### config.mk
export PLATFORM = sky130hd
export DESIGN_NAME = multicore_round_robin_scheduler_unit
export DESIGN_NICKNAME = d
export VERILOG_FILES = /design/src/sv/mrrs_pkg.sv /design/src/sv/multicore_round_robin_scheduler_unit.sv
export VERILOG_INCLUDE_DIRS = /design/src /design/src/sv
export SDC_FILE = /design/constraint.sdc
export NUM_CORES = 2
export LEC_CHECK = 0
export ABC_CLOCK_PERIOD_IN_PS = 12600
export BUFFER_PORTS_ARGS = -buffer_cell sky130_fd_sc_hd__buf_2
export CAP_MARGIN = 25
export CORE_MARGIN = 3
export CORE_UTILIZATION = 58
export DETAILED_ROUTE_END_ITERATION = 12
export PLACE_DENSITY = 0.74
export SYNTH_ARGS = -nofsm -noshare
export SYNTH_HDL_FRONTEND = slang
export SYNTH_SLANG_ARGS = --single-unit
export TNS_END_PERCENT = 20
### constraint.sdc
create_clock -name clk_i -period 12.6 [get_ports clk_i]
set_input_delay 1.26 -clock clk_i [delete_from_list [all_inputs] [get_ports clk_i]]
set_output_delay 1.26 -clock clk_i [all_outputs]
set_load 0.05 [all_outputs]
### src/sv/multicore_round_robin_scheduler_unit_defines.svh
// ----------------------------------------------------------------------------
// Scheduler assertion macros
// Shared concurrent assertion forms for the round-robin scheduler.
// ----------------------------------------------------------------------------
`ifndef MULTICORE_ROUND_ROBIN_SCHEDULER_UNIT_DEFINES_SVH
`define MULTICORE_ROUND_ROBIN_SCHEDULER_UNIT_DEFINES_SVH

// Same-cycle implication.
`define MRRS_ASSERT_IMPL(label, clk, rst_n, ante, cons, msg) \
  label: assert property (@(posedge clk) disable iff (!rst_n) (ante) |-> (cons)) \
    else $error(msg);

// Next-cycle implication.
`define MRRS_ASSERT_NEXT(label, clk, rst_n, ante, cons, msg) \
  label: assert property (@(posedge clk) disable iff (!rst_n) (ante) |=> (cons)) \
    else $error(msg);

`endif

### src/sv/mrrs_pkg.sv
// ----------------------------------------------------------------------------
// Round-robin scheduler package
// Event codes, register indexes, reset values and controller states.
// ----------------------------------------------------------------------------
`timescale 1ns / 1ps
`default_nettype none

package mrrs_pkg;

  typedef enum logic [2:0] {
    KIND_LOAD    = 3'd0,
    KIND_UNBLOCK = 3'd1,
    KIND_TICK    = 3'd2,
    KIND_BLOCK   = 3'd3,
    KIND_EXIT    = 3'd4
  } kind_e;

  localparam int unsigned CFG_IDX_W = 2;
  localparam logic [CFG_IDX_W-1:0] REG_NUM_CORES   = 2'd0;
  localparam logic [CFG_IDX_W-1:0] REG_MAX_QUANTUM = 2'd1;

  localparam logic [2:0]  CORES_RESET   = 3'd4;
  localparam logic [15:0] QUANTUM_RESET = 16'd10;

  typedef enum logic [2:0] {
    S_CLEAR,
    S_IDLE,
    S_SCAN,
    S_LOAD_WR,
    S_MAP,
    S_UNBLK,
    S_CORE,
    S_RES
  } state_e;

endpackage

`default_nettype wire

### src/sv/multicore_round_robin_scheduler_unit.sv
// Per-core round-robin scheduler. After reset the block sweeps the task-to-core
// table and takes no event meanwhile; configuration writes are taken at any
// time. Events are then handled one at a time: a load runs a scan that reads one
// core record per cycle from the core state memory, over each core in use, then
// a write; an unblock does a table read, a core record read and a queue write;
// tick, block and exit do a core record read, a queue read and a result
// register, which waits on out_stall_i; an event for an absent core or of an
// unknown kind goes straight to the result register. The next event is taken
// while a result still waits.
// ----------------------------------------------------------------------------
// Multicore round-robin scheduler unit
// Per-core ready queues, least-loaded placement and quantum tracking.
// ----------------------------------------------------------------------------
`timescale 1ns / 1ps
`default_nettype none
`include "multicore_round_robin_scheduler_unit_defines.svh"

module multicore_round_robin_scheduler_unit #(
  parameter int unsigned MAX_CORES = 4,
  parameter int unsigned MAX_TASKS = 64
) (
  input  wire logic                           clk_i,
  input  wire logic                           rst_ni,
  // event channel
  input  wire logic                           in_valid_i,
  output logic                                in_stall_o,
  input  wire logic [2:0]                     in_kind_i,
  input  wire logic [5:0]                     in_task_id_i,
  input  wire logic [1:0]                     in_core_i,
  input  wire logic [5:0]                     in_current_task_i,
  input  wire logic                           in_current_idle_i,
  // decision channel
  output logic                                out_valid_o,
  input  wire logic                           out_stall_i,
  output logic [5:0]                          out_next_task_o,
  output logic                                out_next_idle_o,
  // configuration
  input  wire logic                           cfg_valid_i,
  output logic                                cfg_ready_o,
  input  wire logic [mrrs_pkg::CFG_IDX_W-1:0] cfg_index_i,
  input  wire logic [15:0]                    cfg_data_i
);

  localparam int unsigned CIW    = (MAX_CORES > 1) ? $clog2(MAX_CORES) : 1;
  localparam int unsigned TAW    = $clog2(MAX_TASKS);
  localparam int unsigned HW     = TAW;
  localparam int unsigned CNTW   = $clog2(MAX_TASKS + 1);
  localparam int unsigned QDEPTH = MAX_CORES * MAX_TASKS;
  localparam int unsigned QAW    = $clog2(QDEPTH);

  typedef struct packed {
    logic [CNTW-1:0] active;
    logic [CNTW-1:0] count;
    logic [HW-1:0]   head;
    logic [15:0]     quantum;
  } core_rec_t;

  // Tail position of a circular queue.
  function automatic logic [HW-1:0] tail_pos(logic [HW-1:0] head, logic [CNTW-1:0] cnt);
    logic [CNTW:0] sum;
    sum = (CNTW+1)'(head) + (CNTW+1)'(cnt);
    if (32'(sum) >= MAX_TASKS) begin
      return HW'(sum - (CNTW+1)'(MAX_TASKS));
    end
    return HW'(sum);
  endfunction

  function automatic logic [QAW-1:0] q_addr(logic [CIW-1:0] core, logic [HW-1:0] pos);
    return QAW'(32'(core) * MAX_TASKS) + QAW'(pos);
  endfunction

  // --------------------------------------------------------------------------
  // Registers
  // --------------------------------------------------------------------------
  mrrs_pkg::state_e state_q, state_d;

  logic [2:0]      num_cores_q;
  logic [15:0]     max_quantum_q;
  logic [TAW-1:0]  clr_q, clr_d;
  logic [CIW-1:0]  scan_q, scan_d;
  logic [CIW-1:0]  best_q, best_d;
  core_rec_t       best_rec_q, best_rec_d;

  logic [2:0]      kind_q;
  logic [5:0]      tid_q;
  logic [1:0]      core_q;
  logic [5:0]      cur_q;
  logic            cur_idle_q;

  logic            res_idle_q, res_idle_d;
  logic            res_mem_q, res_mem_d;
  logic [5:0]      res_task_q, res_task_d;

  logic            out_valid_q;
  logic [5:0]      out_task_q;
  logic            out_idle_q;

  // --------------------------------------------------------------------------
  // Memories
  // --------------------------------------------------------------------------
  core_rec_t       core_mem [MAX_CORES];
  logic [MAX_CORES-1:0] core_vld_q;
  core_rec_t       core_rd_q;
  logic            core_rd_vld_q;
  logic            core_re, core_we;
  logic [CIW-1:0]  core_raddr, core_waddr;
  core_rec_t       core_wdata;

  logic [CIW-1:0]  map_mem [MAX_TASKS];
  logic [CIW-1:0]  map_rd_q;
  logic            map_re, map_we;
  logic [TAW-1:0]  map_raddr, map_waddr;
  logic [CIW-1:0]  map_wdata;

  logic [5:0]      q_mem [QDEPTH];
  logic [5:0]      q_rd_q;
  logic            q_re, q_we;
  logic [QAW-1:0]  q_raddr, q_waddr;
  logic [5:0]      q_wdata;

  // --------------------------------------------------------------------------
  // Event decode
  // --------------------------------------------------------------------------
  logic            in_acc, out_free;
  logic            in_tid_ok, in_core_ok, in_is_place, in_is_core;
  logic [CIW-1:0]  last_core;
  core_rec_t       rec_rst, rec_eff;
  logic            map_core_ok;

  assign in_stall_o  = (state_q != mrrs_pkg::S_IDLE);
  assign in_acc      = in_valid_i && !in_stall_o;
  assign out_free    = !out_valid_q || !out_stall_i;
  assign cfg_ready_o = 1'b1;

  assign in_tid_ok   = (32'(in_task_id_i) < MAX_TASKS);
  assign in_core_ok  = (32'(in_core_i) < MAX_CORES);
  assign in_is_place = (in_kind_i == mrrs_pkg::KIND_LOAD) ||
                       (in_kind_i == mrrs_pkg::KIND_UNBLOCK);
  assign in_is_core  = (in_kind_i == mrrs_pkg::KIND_TICK) ||
                       (in_kind_i == mrrs_pkg::KIND_BLOCK) ||
                       (in_kind_i == mrrs_pkg::KIND_EXIT);
  assign map_core_ok = (32'(map_rd_q) < MAX_CORES);

  always_comb begin
    if (num_cores_q == 3'd0) begin
      last_core = '0;
    end else if (32'(num_cores_q) >= MAX_CORES) begin
      last_core = CIW'(MAX_CORES - 1);
    end else begin
      last_core = CIW'(num_cores_q - 3'd1);
    end
  end

  always_comb begin
    rec_rst         = '0;
    rec_rst.quantum = mrrs_pkg::QUANTUM_RESET;
    rec_eff         = core_rd_vld_q ? core_rd_q : rec_rst;
  end

  // --------------------------------------------------------------------------
  // Next state
  // --------------------------------------------------------------------------
  always_comb begin
    state_d = state_q;
    case (state_q)
      mrrs_pkg::S_CLEAR: begin
        if (clr_q == TAW'(MAX_TASKS - 1)) state_d = mrrs_pkg::S_IDLE;
      end
      mrrs_pkg::S_IDLE: begin
        if (in_acc) begin
          if (in_is_place) begin
            if (!in_tid_ok) begin
              state_d = mrrs_pkg::S_IDLE;
            end else if (in_kind_i == mrrs_pkg::KIND_LOAD) begin
              state_d = mrrs_pkg::S_SCAN;
            end else begin
              state_d = mrrs_pkg::S_MAP;
            end
          end else if (in_is_core && in_core_ok) begin
            state_d = mrrs_pkg::S_CORE;
          end else begin
            state_d = mrrs_pkg::S_RES;
          end
        end
      end
      mrrs_pkg::S_SCAN: begin
        if (scan_q == last_core) state_d = mrrs_pkg::S_LOAD_WR;
      end
      mrrs_pkg::S_LOAD_WR: state_d = mrrs_pkg::S_IDLE;
      mrrs_pkg::S_MAP: begin
        state_d = map_core_ok ? mrrs_pkg::S_UNBLK : mrrs_pkg::S_IDLE;
      end
      mrrs_pkg::S_UNBLK: state_d = mrrs_pkg::S_IDLE;
      mrrs_pkg::S_CORE:  state_d = mrrs_pkg::S_RES;
      mrrs_pkg::S_RES: begin
        if (out_free) state_d = mrrs_pkg::S_IDLE;
      end
      default: state_d = mrrs_pkg::S_IDLE;
    endcase
  end

  // --------------------------------------------------------------------------
  // Datapath and memory ports
  // --------------------------------------------------------------------------
  logic            push, push_ok, disp;
  logic [CNTW-1:0] cnt_after;
  logic            cur_ok;

  always_comb begin
    clr_d      = clr_q;
    scan_d     = scan_q;
    best_d     = best_q;
    best_rec_d = best_rec_q;
    res_idle_d = res_idle_q;
    res_mem_d  = res_mem_q;
    res_task_d = res_task_q;

    core_re    = 1'b0;
    core_raddr = '0;
    core_we    = 1'b0;
    core_waddr = '0;
    core_wdata = rec_eff;
    map_re     = 1'b0;
    map_raddr  = TAW'(in_task_id_i);
    map_we     = 1'b0;
    map_waddr  = '0;
    map_wdata  = '0;
    q_re       = 1'b0;
    q_raddr    = '0;
    q_we       = 1'b0;
    q_waddr    = '0;
    q_wdata    = cur_q;

    push      = (kind_q == mrrs_pkg::KIND_TICK) && !cur_idle_q && (rec_eff.quantum == 16'd0);
    push_ok   = push && (32'(rec_eff.count) < MAX_TASKS);
    cnt_after = rec_eff.count + CNTW'(push_ok);
    disp      = (kind_q == mrrs_pkg::KIND_BLOCK) || (kind_q == mrrs_pkg::KIND_EXIT) ||
                ((kind_q == mrrs_pkg::KIND_TICK) && (cur_idle_q || rec_eff.quantum == 16'd0));
    cur_ok    = !cur_idle_q && (32'(cur_q) < MAX_TASKS);

    case (state_q)
      mrrs_pkg::S_CLEAR: begin
        map_we    = 1'b1;
        map_waddr = clr_q;
        clr_d     = clr_q + 1'b1;
      end
      mrrs_pkg::S_IDLE: begin
        res_idle_d = 1'b1;
        res_mem_d  = 1'b0;
        res_task_d = '0;
        if (in_acc && in_is_place && in_tid_ok) begin
          if (in_kind_i == mrrs_pkg::KIND_LOAD) begin
            core_re    = 1'b1;
            core_raddr = '0;
            scan_d     = '0;
          end else begin
            map_re = 1'b1;
          end
        end else if (in_acc && in_is_core && in_core_ok) begin
          core_re    = 1'b1;
          core_raddr = CIW'(in_core_i);
        end
      end
      mrrs_pkg::S_SCAN: begin
        // keep the first core on ties
        if (scan_q == '0 || rec_eff.active < best_rec_q.active) begin
          best_d     = scan_q;
          best_rec_d = rec_eff;
        end
        if (scan_q != last_core) begin
          core_re    = 1'b1;
          core_raddr = scan_q + 1'b1;
          scan_d     = scan_q + 1'b1;
        end
      end
      mrrs_pkg::S_LOAD_WR: begin
        core_we    = 1'b1;
        core_waddr = best_q;
        core_wdata = best_rec_q;
        if (32'(best_rec_q.count) < MAX_TASKS) begin
          q_we             = 1'b1;
          q_waddr          = q_addr(best_q, tail_pos(best_rec_q.head, best_rec_q.count));
          q_wdata          = tid_q;
          core_wdata.count = best_rec_q.count + 1'b1;
        end
        if (32'(best_rec_q.active) < MAX_TASKS) begin
          core_wdata.active = best_rec_q.active + 1'b1;
        end
        map_we    = 1'b1;
        map_waddr = TAW'(tid_q);
        map_wdata = best_q;
      end
      mrrs_pkg::S_MAP: begin
        if (map_core_ok) begin
          core_re    = 1'b1;
          core_raddr = map_rd_q;
        end
      end
      mrrs_pkg::S_UNBLK: begin
        if (32'(rec_eff.count) < MAX_TASKS) begin
          q_we             = 1'b1;
          q_waddr          = q_addr(map_rd_q, tail_pos(rec_eff.head, rec_eff.count));
          q_wdata          = tid_q;
          core_we          = 1'b1;
          core_waddr       = map_rd_q;
          core_wdata.count = rec_eff.count + 1'b1;
        end
      end
      mrrs_pkg::S_CORE: begin
        core_we    = 1'b1;
        core_waddr = CIW'(core_q);
        if (push_ok) begin
          q_we    = 1'b1;
          q_waddr = q_addr(CIW'(core_q), tail_pos(rec_eff.head, rec_eff.count));
        end
        if (kind_q == mrrs_pkg::KIND_EXIT) begin
          if (rec_eff.active != '0) core_wdata.active = rec_eff.active - 1'b1;
          if (cur_ok) begin
            map_we    = 1'b1;
            map_waddr = TAW'(cur_q);
          end
        end
        if (!disp) begin
          core_wdata.quantum = rec_eff.quantum - 16'd1;
          res_idle_d         = 1'b0;
          res_task_d         = cur_q;
        end else if (cnt_after != '0) begin
          res_idle_d = 1'b0;
          // the word just pushed into an empty queue is the head: forward it
          if (push_ok && rec_eff.count == '0) begin
            res_task_d = cur_q;
          end else begin
            q_re      = 1'b1;
            q_raddr   = q_addr(CIW'(core_q), rec_eff.head);
            res_mem_d = 1'b1;
          end
          core_wdata.head    = (32'(rec_eff.head) == MAX_TASKS - 1) ? '0
                                                                    : rec_eff.head + 1'b1;
          core_wdata.count   = cnt_after - 1'b1;
          core_wdata.quantum = max_quantum_q;
        end else begin
          core_wdata.count = cnt_after;
        end
      end
      mrrs_pkg::S_RES: begin
      end
      default: begin
      end
    endcase
  end

  // --------------------------------------------------------------------------
  // Control registers
  // --------------------------------------------------------------------------
  always_ff @(posedge clk_i or negedge rst_ni) begin
    if (!rst_ni) begin
      state_q       <= mrrs_pkg::S_CLEAR;
      clr_q         <= '0;
      scan_q        <= '0;
      core_vld_q    <= '0;
      core_rd_vld_q <= 1'b0;
      num_cores_q   <= mrrs_pkg::CORES_RESET;
      max_quantum_q <= mrrs_pkg::QUANTUM_RESET;
      out_valid_q   <= 1'b0;
    end else begin
      state_q <= state_d;
      clr_q   <= clr_d;
      scan_q  <= scan_d;
      if (core_we) core_vld_q[core_waddr] <= 1'b1;
      if (core_re) core_rd_vld_q <= core_vld_q[core_raddr];
      if (cfg_valid_i && cfg_ready_o) begin
        if (cfg_index_i == mrrs_pkg::REG_NUM_CORES) begin
          num_cores_q <= cfg_data_i[2:0];
        end else if (cfg_index_i == mrrs_pkg::REG_MAX_QUANTUM) begin
          max_quantum_q <= cfg_data_i;
        end
      end
      if (state_q == mrrs_pkg::S_RES && out_free) begin
        out_valid_q <= 1'b1;
      end else if (!out_stall_i) begin
        out_valid_q <= 1'b0;
      end
    end
  end

  // --------------------------------------------------------------------------
  // Payload registers and memories
  // --------------------------------------------------------------------------
  always_ff @(posedge clk_i) begin
    best_q     <= best_d;
    best_rec_q <= best_rec_d;
    res_idle_q <= res_idle_d;
    res_mem_q  <= res_mem_d;
    res_task_q <= res_task_d;
    if (in_acc) begin
      kind_q     <= in_kind_i;
      tid_q      <= in_task_id_i;
      core_q     <= in_core_i;
      cur_q      <= in_current_task_i;
      cur_idle_q <= in_current_idle_i;
    end
    if (state_q == mrrs_pkg::S_RES && out_free) begin
      out_idle_q <= res_idle_q;
      out_task_q <= res_mem_q ? q_rd_q : res_task_q;
    end
  end

  always_ff @(posedge clk_i) begin
    if (core_we) core_mem[core_waddr] <= core_wdata;
    if (core_re) core_rd_q <= core_mem[core_raddr];
  end

  always_ff @(posedge clk_i) begin
    if (map_we) map_mem[map_waddr] <= map_wdata;
    if (map_re) map_rd_q <= map_mem[map_raddr];
  end

  always_ff @(posedge clk_i) begin
    if (q_we) q_mem[q_waddr] <= q_wdata;
    if (q_re) q_rd_q <= q_mem[q_raddr];
  end

  assign out_valid_o     = out_valid_q;
  assign out_next_task_o = out_task_q;
  assign out_next_idle_o = out_idle_q;

  // --------------------------------------------------------------------------
  // Assertions
  // --------------------------------------------------------------------------
  `MRRS_ASSERT_NEXT(a_res_loaded, clk_i, rst_ni,
                    (state_q == mrrs_pkg::S_RES) && out_free, out_valid_o,
                    "pending decision was not presented")
  `MRRS_ASSERT_IMPL(a_idle_task_zero, clk_i, rst_ni,
                    out_valid_o && out_next_idle_o, out_next_task_o == 6'd0,
                    "idle decision carries a task")
  `MRRS_ASSERT_IMPL(a_count_bound, clk_i, rst_ni, core_we,
                    (32'(core_wdata.count) <= MAX_TASKS) &&
                    (32'(core_wdata.active) <= MAX_TASKS),
                    "core queue or active count above capacity")

endmodule

`default_nettype wire

; ---- After elaboration in Yosys (flattened, before gate mapping)
; Memory sizes are Yosys's and may differ from the RTL's. A register that Yosys moved wholly into a read port is not among the register bits.
; Index checks and enable logic that the tools add are counted.
[word_totals]
ff_bits = 107
latch_bits = 0
ramBits = 1808
mem_bits_ro = 0
inputBits = 41
word_cells = 246
mem_count = 3
[mem_list]
columns = name, depth, word_bits, read_ports, rd_ports_with_merged_regs, wr, line
row1 = q_mem, 256, 6, 1, 1, 1, multicore_round_robin_scheduler_unit.sv:115  ; logic [5:0] q_mem [QDEPTH];
row2 = core_mem, 4, 36, 1, 1, 1, multicore_round_robin_scheduler_unit.sv:101  ; core_rec_t core_mem [MAX_CORES];
row3 = map_mem, 64, 2, 1, 1, 1, multicore_round_robin_scheduler_unit.sv:109  ; logic [CIW-1:0] map_mem [MAX_TASKS];
[op_classes]
add_sub_neg = 19
mul = 0
div_mod_pow = 0
n_lt_le_gt_ge = 10
eq_ne = 33
n_shift = 0
n_mux = 112
n_bitwise = 2
reduce_logical = 44
[op_table]
columns = cell, n
row1 = $mux 6, 20
row2 = $mux 8, 7
row3 = $pmux 22 s2, 1
row4 = $mux 7, 6
row5 = $mux 1, 40
row6 = $mux 36, 1
row7 = $add 8x6->8, 4
row8 = $pmux 6 s2, 2
row9 = $pmux 8 s3, 1
row10 = $mux 22, 1
row11 = $add 7x1->7 const B, 3
row12 = $lt 7x7->1 const B, 3
row13 = $pmux 3 s7, 1
row14 = $pmux 7 s3, 1
row15 = $mux 2, 10
row16 = $ne 2x2->1 const B, 10
row17 = $eq 3x2->1 const B, 6
row18 = $eq 3x3->1 const B, 6
row19 = $mux 3, 6
row20 = $pmux 6 s3, 1
row21 = $add 6x7->8, 2
row22 = $ge 8x7->1 const B, 2
row23 = $logic_not 16->1, 1
row24 = $mux 16, 1
row25 = other kinds (41), 84

; ---- Logic depth before layout (Yosys ltp)
[depth]
word_depth = 12
depth_mapped = 28

; ---- Worst setup path before layout
; OpenSTA, ideal clock, no wires.
[synth_timing]
path_type = register to register
start = register core_rd_vld_q
end = register q_rd_q[1], read port of q_mem, data pin
setup_ns = 0.256
t_arrival_ns = 5.328
required_ns = 12.344
slack_ns = 7.016
stages_incl_launch_ff = 27
path_buffers = 7
period_less_slack_ns = 5.584
path_cell_list = dfrtp_1 -> buf_2 -> buf_2 -> clkbuf_1 -> clkbuf_1 -> clkbuf_1 -> nand2_1 -> ha_1 -> nor4b_1 -> nand2_1 -> nor3_1 -> ha_1 -> ha_1 -> inv_1 -> ha_1 -> nand2b_1 -> o21a_1 -> or3_1 -> buf_2 -> o31ai_4 -> nor2_4 -> buf_4 -> a22oi_1 -> nand2_1 -> a32o_1 -> a211o_1 -> o211a_1
[synth_via]
elab_chain_cells = 9
elab_cells_between_ends = 21
classes_between = add/sub: 2 / order compare: 1 / mux: 9 / reduce/logical: 9
[synth_rtl]
columns = item, line
row1 = from (decl), multicore_round_robin_scheduler_unit.sv:104  ; logic core_rd_vld_q;
row2 = from (signal assigned), multicore_round_robin_scheduler_unit.sv:370  ; if (core_re) core_rd_vld_q <= core_vld_q[core_raddr];
row3 = $mux 36 (*), multicore_round_robin_scheduler_unit.sv:157  ; rec_eff = core_rd_vld_q ? core_rd_q : rec_rst;
row4 = branches (longest 8 deep; another with $lt 7x7->1), n/a
row5 = to (decl), multicore_round_robin_scheduler_unit.sv:116  ; logic [5:0] q_rd_q;
; Mark *: on every way between the ends.
; A chain may end at the register's enable or synchronous reset.

; ---- Worst setup path in the final report
[layout_timing]
start = register core_rd_vld_q
end = register q_rd_q[0], read port of q_mem, data pin
; Same word-level chain as after synthesis.

==> results.md <==
- The via count is 53800.
- The area used by multi-input combinational logic is 20800 um^2.
- The total of fill cells in the finished design is 9535.
- In the post-synthesis netlist, the cell with the most instances is sky130_fd_sc_hd__edfxtp_1.
- The final hold violation count is 0.
- At the end of the flow the core is filled with cells to 0.646.
- TritonCTS created 188 clock buffers.
- The analysis attributes to cell leakage a power of ~29 nW.
- The floorplan core area is about 140000 um^2.
- The total power is approximately 19 mW.
- At the later pin of the worst-skew pair, clock insertion delay measures 0.84 ns.
- At the pin with the least slew margin, the transition time is between 1 and 1.5 ns.
- The most frequently used flop master after synthesis is sky130_fd_sc_hd__edfxtp_1.
- For this design the top-level I/O count stands at 51.
- Buffers inserted to repair hold after CTS numbered 0.
- Of all flip-flops after synthesis, the portion carrying an async set or reset was 0.0184.
- Ranked by total cell area, the synthesized netlist is headed by sky130_fd_sc_hd__edfxtp_1 (71%), sky130_fd_sc_hd__nand2_1 (3.7%), sky130_fd_sc_hd__mux2i_1 (2.3%), sky130_fd_sc_hd__nor2_1 (2.3%), sky130_fd_sc_hd__nand3_1 (1.4%).
- The number of distinct library cells after synthesis is 103.
- The violation count after the first detailed-route iteration is about 9800.
- The number of cells on the worst reg-to-reg path is 26.
- The hold-critical path depth is 1.
- The worst hold path begins at core_vld_q[3].
- STA classifies the critical path endpoint as a flop.
- Counting tap cells, the placed design contains a total of 7375 instances.
- After legalization and detailed placement, the total HPWL measured 146000 um.
- Max-cap violations in this run came to 0.
- After routing, the total negative slack on setup checks comes to 0 ns.
- The power density relative to cell area is 214 nW/um^2.
- The storage element area is between 50000 and 60000 um^2.
- TritonCTS built the clock tree.
- The aggregate routed wire length is ~240000 um.
- The run finished with clean final reports.
- The die covers roughly 140000 um^2.
- Entering global routing, the biggest net connects around 110 pins.
- Timing would allow up to 0.124 GHz.
- The final-stage net count is just under 6000.
- The H-tree generated during clock tree synthesis spans 4 levels.
- Clock-pin slew was measured on the worst setup and hold paths at 0.06 ns.
- The worst setup skew after layout is 0.0342 ns.
- The classification of the worst-slack hold path is flop to flop.
- After clock tree synthesis, the repair step resized 0 gates.
- The cell count after synthesis came out at 5721.
- Setup repair after global routing left no endpoint under its margin.
- The clock passes through at most 3 buffers.
- The final max-slew violation count was 0.
- The first global-routing pass estimated 353000 um of wire.
- The initial antenna violation count is 10.
- Counting every net in the synthesized netlist gives 5795.
- The startpoint kind of the worst setup timing path is a flop.
- The master cell of the clock root buffer is sky130_fd_sc_hd__clkbuf_16.
- The worst setup path is of the flop to flop kind.
- In this run the critical register-to-register path is launched from core_rd_vld_q.
- The largest total area in the synthesized netlist belongs to sky130_fd_sc_hd__edfxtp_1.
- The setup check on the worst reg-to-reg path leaves a slack of roughly 4.5 ns.
- The worst ir drop on vdd is roughly 0.17 mV.
- The area share of the largest cell type after synthesis is 0.714.
- The placer congestion estimate is 0.952.
- In this run the critical register-to-register path is captured at q_rd_q[0].
- In the routed layout, each cell is associated on average with a via count of between 6 and 7.
- In the global route stage, overall resource usage came out at 0.334.
- In the routed design, unresolved DRC markers number 0.
- The required time of the critical path is approximately 13 ns.
- The die is 380 um wide.
- The first detailed-routing pass took 9 iterations.
- The tree built by TritonCTS fans out to 1959 sinks.
- For this configuration, the core starts out at a cell density of 0.586.
- The cell area after synthesis is 80900 um^2.
- The total setup violations reported at the end of the flow is 0.
- The post-CTS setup-driven buffer insertion count is 0.
- For the finished layout, the period the worst path requires is 8.08 ns.
- The post-synthesis to final-layout area growth is 10.2%.
- The number of non-filler instances in the completed layout is around 7700.
- The mean instance size in the synthesized netlist is ~14 um^2.
- In this run the tightest slew margin relative to its limit is 0.208.
- In the synthesized netlist, the cells that appear most often are sky130_fd_sc_hd__edfxtp_1 (1923), sky130_fd_sc_hd__nand2_1 (788), sky130_fd_sc_hd__nor2_1 (486), sky130_fd_sc_hd__nand3_1 (232), sky130_fd_sc_hd__clkbuf_1 (218).
- The per-cell routed wire length is between 30 and 40 um.
- During synthesis, Yosys emitted a total of 0 warnings.
- The ratio of cells with drive above 1 in the final layout is 0.108.
- The worst endpoint data arrival time is 8.65 ns.
- The total overflow left after global routing is 0.
- The number of routed nets with antenna violations is 0.
- The floorplan step set the die height to around 380 um.
- The ratio of final minimum period to clock period is 0.641.
- The count of buffers added on input and output ports is between 40 and 50.
- Synthesis inferred approximately 2000 register bits.
- Of the synthesized area, sequential elements account for 0.725.
- In this run the worst path has a maximum fanout of 53.
- The number of global-route vias before repair is around 51000.
- The placement row count is about 140.
- The synthesized design contains 1923 enable-type register cells.
- The hold path endpoint is core_vld_q[3].
cell usage in the layout, fill, tap and decap left out, types with 32 or more instances in the layout:
cell                        instances
sky130_fd_sc_hd__buf_2             49
sky130_fd_sc_hd__a21oi_1          185
sky130_fd_sc_hd__buf_4            104
sky130_fd_sc_hd__dfrtp_1           32
sky130_fd_sc_hd__and3_1            67
sky130_fd_sc_hd__mux2i_1          188
sky130_fd_sc_hd__inv_1             47
sky130_fd_sc_hd__o21ai_0          200
sky130_fd_sc_hd__nand2_1          775
sky130_fd_sc_hd__a31oi_1          138
sky130_fd_sc_hd__a221oi_1          49
sky130_fd_sc_hd__nand4_1           46
sky130_fd_sc_hd__a22o_1            39
sky130_fd_sc_hd__mux2_2            60
sky130_fd_sc_hd__edfxtp_1        1923
sky130_fd_sc_hd__nor3_1            50
sky130_fd_sc_hd__nor2b_1           44
sky130_fd_sc_hd__clkbuf_1          40
sky130_fd_sc_hd__mux4_2            50
sky130_fd_sc_hd__clkinv_2          43
sky130_fd_sc_hd__a211oi_1          87
sky130_fd_sc_hd__clkbuf_16        191
sky130_fd_sc_hd__a22oi_1           89
sky130_fd_sc_hd__nor2_1           477
sky130_fd_sc_hd__clkinv_1          41
sky130_fd_sc_hd__nand3_1          229
power breakdown:
group          internal, mW  switching, mW
clock                  3.05           2.44
combinational          1.12           3.97
sequential             8.37          0.181
layer usage:
layer,routed length [um],share of wire,track usage,vias up
met4,14700,0.060,0.173,8
li1,-,-,-,22100
met1,87400,0.36,0.472,26400
met3,36100,0.15,0.0903,828
met2,106000,0.43,0.479,4603
met5,50,0.00020,0,-
final cells by class:
cell class                 instances  area share
sequential                      1959       0.658
multi-input combinational       3342       0.233
clock buffer                     234      0.0558
tap                             1863      0.0261
timing repair buffer             164      0.0138
clock inverter                   111      0.0105
inverter                          52     0.00234
antenna                           10    0.000281
logic make-up after synthesis:
family / share of synthesized area
AOI/OAI and AO/OA: 0.0957
xor gates and xnor gates: 0.00431
adders and majority gates: 0.00529
buffers and inverters: 0.0218
DFF: 0.725
muxes: 0.0464
other: 0.0000463
and+or+nand+nor: 0.102
worst max-delay path, cell delays in order (launching register included):
cell	delay [ns]
sky130_fd_sc_hd__dfrtp_2	0.34
sky130_fd_sc_hd__buf_4	0.53
sky130_fd_sc_hd__inv_1	0.38
sky130_fd_sc_hd__nor2_1	0.32
sky130_fd_sc_hd__ha_1	0.19
sky130_fd_sc_hd__nor4b_1	0.25
sky130_fd_sc_hd__nand2_1	0.23
sky130_fd_sc_hd__nor3_1	0.26
sky130_fd_sc_hd__ha_1	0.23
sky130_fd_sc_hd__ha_1	0.25
sky130_fd_sc_hd__inv_1	0.07
sky130_fd_sc_hd__ha_1	0.21
sky130_fd_sc_hd__nand4_1	0.12
sky130_fd_sc_hd__o21a_1	0.17
sky130_fd_sc_hd__nor3_1	0.58
sky130_fd_sc_hd__nand3_2	0.17
sky130_fd_sc_hd__nand2_1	0.14
sky130_fd_sc_hd__buf_4	0.55
sky130_fd_sc_hd__clkinv_2	0.60
sky130_fd_sc_hd__buf_4	0.51
sky130_fd_sc_hd__a22oi_1	0.30
sky130_fd_sc_hd__o221a_2	0.23
sky130_fd_sc_hd__nand4b_1	0.12
sky130_fd_sc_hd__a2111oi_0	0.44
sky130_fd_sc_hd__buf_1	0.26
sky130_fd_sc_hd__buf_4	0.16
sky130_fd_sc_hd__a211oi_1	0.06
state kept, by name (all words and copies together), names as in the netlist, 16 cells and up:
signal	flops
map_mem	128
core_mem	144
core_rd_q	36
max_quantum_q	16
q_mem	1536
best_rec_q	36
through the flow:
| stage | setup WS, ns | hold slack, ns | area (um^2) |
|---|---|---|---|
| after global routing | 4.19 | 0.487 | 89100 |
| after CTS | 4.68 | 0.472 | 89000 |
| after floorplan | 7.02 | 0.400 | 80900 |
| after global placement | 4.46 | 0.451 | 83000 |
| after detailed placement | 4.71 | 0.459 | 83100 |
| final | 4.52 | 0.470 | 89100 |
worst max path at each step:
stage                       start        end  depth (start not counted)  slack [ns]
floorplan           core_rd_vld_q  q_rd_q[1]                         26        7.02
global placement    core_rd_vld_q  q_rd_q[0]                         24        4.46
detailed placement  core_rd_vld_q  q_rd_q[4]                         23        4.71
CTS                 core_rd_vld_q  q_rd_q[4]                         23        4.68
global route        core_rd_vld_q  q_rd_q[4]                         23        4.19
finish              core_rd_vld_q  q_rd_q[0]                         26        4.52
Power figures use the tool's default switching activity.
